$ cat src/rtl/c8ex_ram.sv
// Generic single-port RAM with registered read
module c8ex_ram #(
	parameter int WIDTH = 8,
	parameter int DEPTH = 16
) (
	input  logic                     clk,
	input  logic                     we,
	input  logic [$clog2(DEPTH)-1:0] addr,
	input  logic [WIDTH-1:0]         wdata,
	output logic [WIDTH-1:0]         rdata
);
	logic [WIDTH-1:0] mem [DEPTH];

	always_ff @(posedge clk) begin
		if (we)
			mem[addr] <= wdata;
		rdata <= mem[addr];
	end
endmodule

$ cat config.mk
export PLATFORM = sky130hd
export DESIGN_NAME = c8ex_ram
export DESIGN_NICKNAME = d
export VERILOG_FILES = /design/src/rtl/c8ex_ram.sv
export SDC_FILE = /design/constraint.sdc
export NUM_CORES = 1
export LEC_CHECK = 0
export ABC_AREA = 0
export BUFFER_PORTS_ARGS = -buffer_cell sky130_fd_sc_hd__buf_2
export CAP_MARGIN = 0
export CORE_MARGIN = 3
export CORE_UTILIZATION = 40
export DETAILED_ROUTE_END_ITERATION = 12
export GPL_TIMING_DRIVEN = 0
export PLACE_DENSITY = 0.64
export RECOVER_POWER = 50
export SKIP_LAST_GASP = 1
export SLEW_MARGIN = 20
export SYNTH_ARGS = -nofsm -noshare
export SYNTH_HDL_FRONTEND = slang
export SYNTH_SLANG_ARGS = --single-unit
$ cat constraint.sdc
create_clock -name clk -period 3.18 [get_ports clk]
set_clock_uncertainty 0.1 [all_clocks]
set_input_delay 0.954 -clock clk [delete_from_list [all_inputs] [get_ports clk]]
set_output_delay 0.954 -clock clk [all_outputs]
set_load 0.05 [all_outputs]
==> flow_summary_export.csv <==
group,metric,value,unit
cells_and_area,fin_nets,282,
yosys,synth_seq_cells,136,
die,die_w,118.6,um
power,p_total,4.361,mW
sta,rsz0062_at_grt,"no",
die,pin_count,22,
cells_and_area,final_area,0.006018,sq mm
sta,setup_viol,0,
detailed_routing,detail-route-antenna-nets,0,
clock_network,clock_path_buffers,2,
sta,finalSetupTns,0,ps
detailed_routing,dr_wl_met3,498,um
worst_setup_path,reg2regPathDepth,3,
clock_network,cts.sinks,136,
cells_and_area,area_growth,18.77,%
worst_setup_path,endpoint_kind,"flip-flop",
cells_and_area,drive_gt1_frac,0.2705,
yosys,ys_seq_area_frac,0.7901,
placement,dpl-instance-area,0.005393,sq mm
yosys,synthCells,230,
yosys,syn-num-nets,244,
global_route,grt_use_total,0.1499,
clock_network,worstSkewPairLatency,410,ps
worst_setup_path,start_kind,"primary input",
placement,hpwl,6200,um
die,die_area,0.01406,sq mm
placement,portBuffers,19,
detailed_routing,drt_iter0_drc,223,
die,coreArea,0.01221,sq mm
sta,max_freq,363.7,MHz
outcome,status,"complete, no violations",
global_route,gr-total-overflow,0,
clock_network,numCtsBuffers,17,
min_path,hold_class,"flip-flop to flip-flop",
clock_network,htreeDepth,4,
power,powerDensity,724.6,mW/mm^2
sta,min_period,2750,ps
detailed_routing,highest_layer,"met4",
sta,slew_headroom,0.4087,
detailed_routing,drt-met1-wl,4437,um
yosys,yosysUniqueCellTypes,18,
worst_setup_path,crit_arrival,2680,ps
sta,worst_pin_slew,887.0,ps
flow_run,max-cap-violations,0,
clock_network,clk_pin_slew_worst_paths,60,ps
worst_setup_path,crit_type,"primary input to flip-flop",
sta,whs,613.1,ps
clock_network,cts_tree,"yes",
sta,hold_viol,0,
detailed_routing,dr.pass1.iters,5,
global_route,grt_max_degree,17,
sta,timing.final.crit_share,0.8647,
min_path,min_path_cells,3,
die,start_util,0.4150,
detailed_routing,vias_per_cell,5.167,
clock_network,post_cts_buffers,0,
die,placementRows,40,
worst_setup_path,crit_chain,"buf_2, buf_1, nand2_1, nor2_1",
detailed_routing,wl_met2,4806,um
placement,place_congestion,0.7157,
detailed_routing,wirelength,9914,um
worst_setup_path,slowest_stage,"nor2_1",
global_route,grt_pass1_wl,15000,um
yosys,syn-mean-instance-area,22.03,sq um
die,die_h,118.6,um
detailed_routing,post-route-drc-count,0,
clock_network,root_buffer,"clkbuf_16",
global_route,antenna_found_initial,0,
sta,slew_viol_final,0,
power,ir_drop,0.3669,mV
cells_and_area,diodes,0,
worst_setup_path,cp.required,3110,ps
detailed_routing,vias,2320,
global_route,grt_pass1_vias,2478,
clock_network,hold_buffers,0,
yosys,synth_warnings,0,
clock_network,post_cts_resized,0,
worst_setup_path,cp_max_fo,10,
worst_setup_path,crit_path_max_incr_delay,700,ps
power,power.leakage,1.913,nW
detailed_routing,wl_per_cell,22.08,um
yosys,syn-cell-area,0.005067,sq mm
-- stage by stage --
stage               std cells  setup WS [ps]  utilization
global route              449          278.6       0.4928
global placement          417          28.37       0.4400
finish                    449          430.4       0.4928
CTS                       449          356.3       0.4944
detailed placement        417         -70.62       0.4416
floorplan                 230          633.0            -
-- Yosys cell counts, drive strengths merged --
cell / n / share of area
a22oi: 16 / 0.024
and2: 1 / 0.0012
buf: 8 / 0.0094
clkbuf: 3 / 0.0025
dfxtp: 8 / 0.032
edfxtp: 128 / 0.76
mux4: 32 / 0.14
nand2: 9 / 0.0067
nand2b: 2 / 0.0025
nand3: 1 / 0.00099
nand3b: 2 / 0.0030
nor2: 13 / 0.0096
nor2b: 2 / 0.0025
nor3: 4 / 0.0040
or3b: 1 / 0.0017
-- sequential cells by signal (all words and copies together), names as in the netlist --
name,flops
rdata,8
mem,128
-- worst max-delay path, delay by kind of cell --
kind,cells,cell delay (ps)
AND/OR/NAND/NOR,2,940
buffers and inverters,2,770
-- path summary, 6_finish.rpt --
kind                             endpoint  startpoint  slack (ps)
worst min register to register   rdata[5]   mem[8][5]         610
worst max register to register   rdata[2]   mem[0][2]        1700
worst max-delay path            mem[3][1]     addr[1]         430
worst min-delay path             rdata[5]   mem[8][5]         610
-- report_power, final --
| part | switching (mW) | internal, mW |
|---|---|---|
| sequential | 0.00986 | 2.01 |
| combinational | 0.154 | 0.0717 |
| clock | 0.712 | 1.41 |
| total | 0.875 | 3.49 |
-- cell usage in the layout, fill, tap and decap left out, types with 2 or more instances in the layout --
| cell type | Yosys | layout |
|---|---|---|
| mux4_2 | 32 | 32 |
| nor2_1 | 13 | 13 |
| clkinvlp_4 | 0 | 2 |
| nor3_2 | 0 | 4 |
| bufinv_16 | 0 | 5 |
| nand3b_1 | 2 | 2 |
| a22oi_1 | 16 | 16 |
| nand2b_1 | 2 | 2 |
| clkinv_2 | 0 | 3 |
| clkbuf_16 | 0 | 17 |
| dfxtp_1 | 8 | 8 |
| nor2b_1 | 2 | 2 |
| buf_2 | 2 | 6 |
| buf_6 | 2 | 2 |
| clkbuf_1 | 2 | 18 |
| edfxtp_1 | 128 | 128 |
| nand2_1 | 9 | 9 |
| buf_1 | 4 | 4 |
-- routing by layer --
metal | GRT usage | vias up
li1 | - | 1038
met2 | 0.2316 | 71
met3 | 0.02679 | 13
met1 | 0.2071 | 1198
met4 | 0.07241 | 0
met5 | 0 | -
-- cells by family after synthesis --
logic type             Yosys count  share of synthesized area
multiplexers                    32                     0.1422
flip-flops                     136                     0.7901
AO/OA/AOI/OAI                   16                    0.02370
buffers and inverters           11                    0.01185
AND/OR/NAND/NOR                 35                    0.03210
-- cell type report --
type	count	area [sq um]
sequential	136	4004
clock inverter	13	201.4
clock buffer	19	442.9
timing repair buffer	19	77.57
multi-input combinational	83	1023
buffer	11	58.81
fill	1002	6193
tap	168	210.2
(Power assumes the default switching activity.)
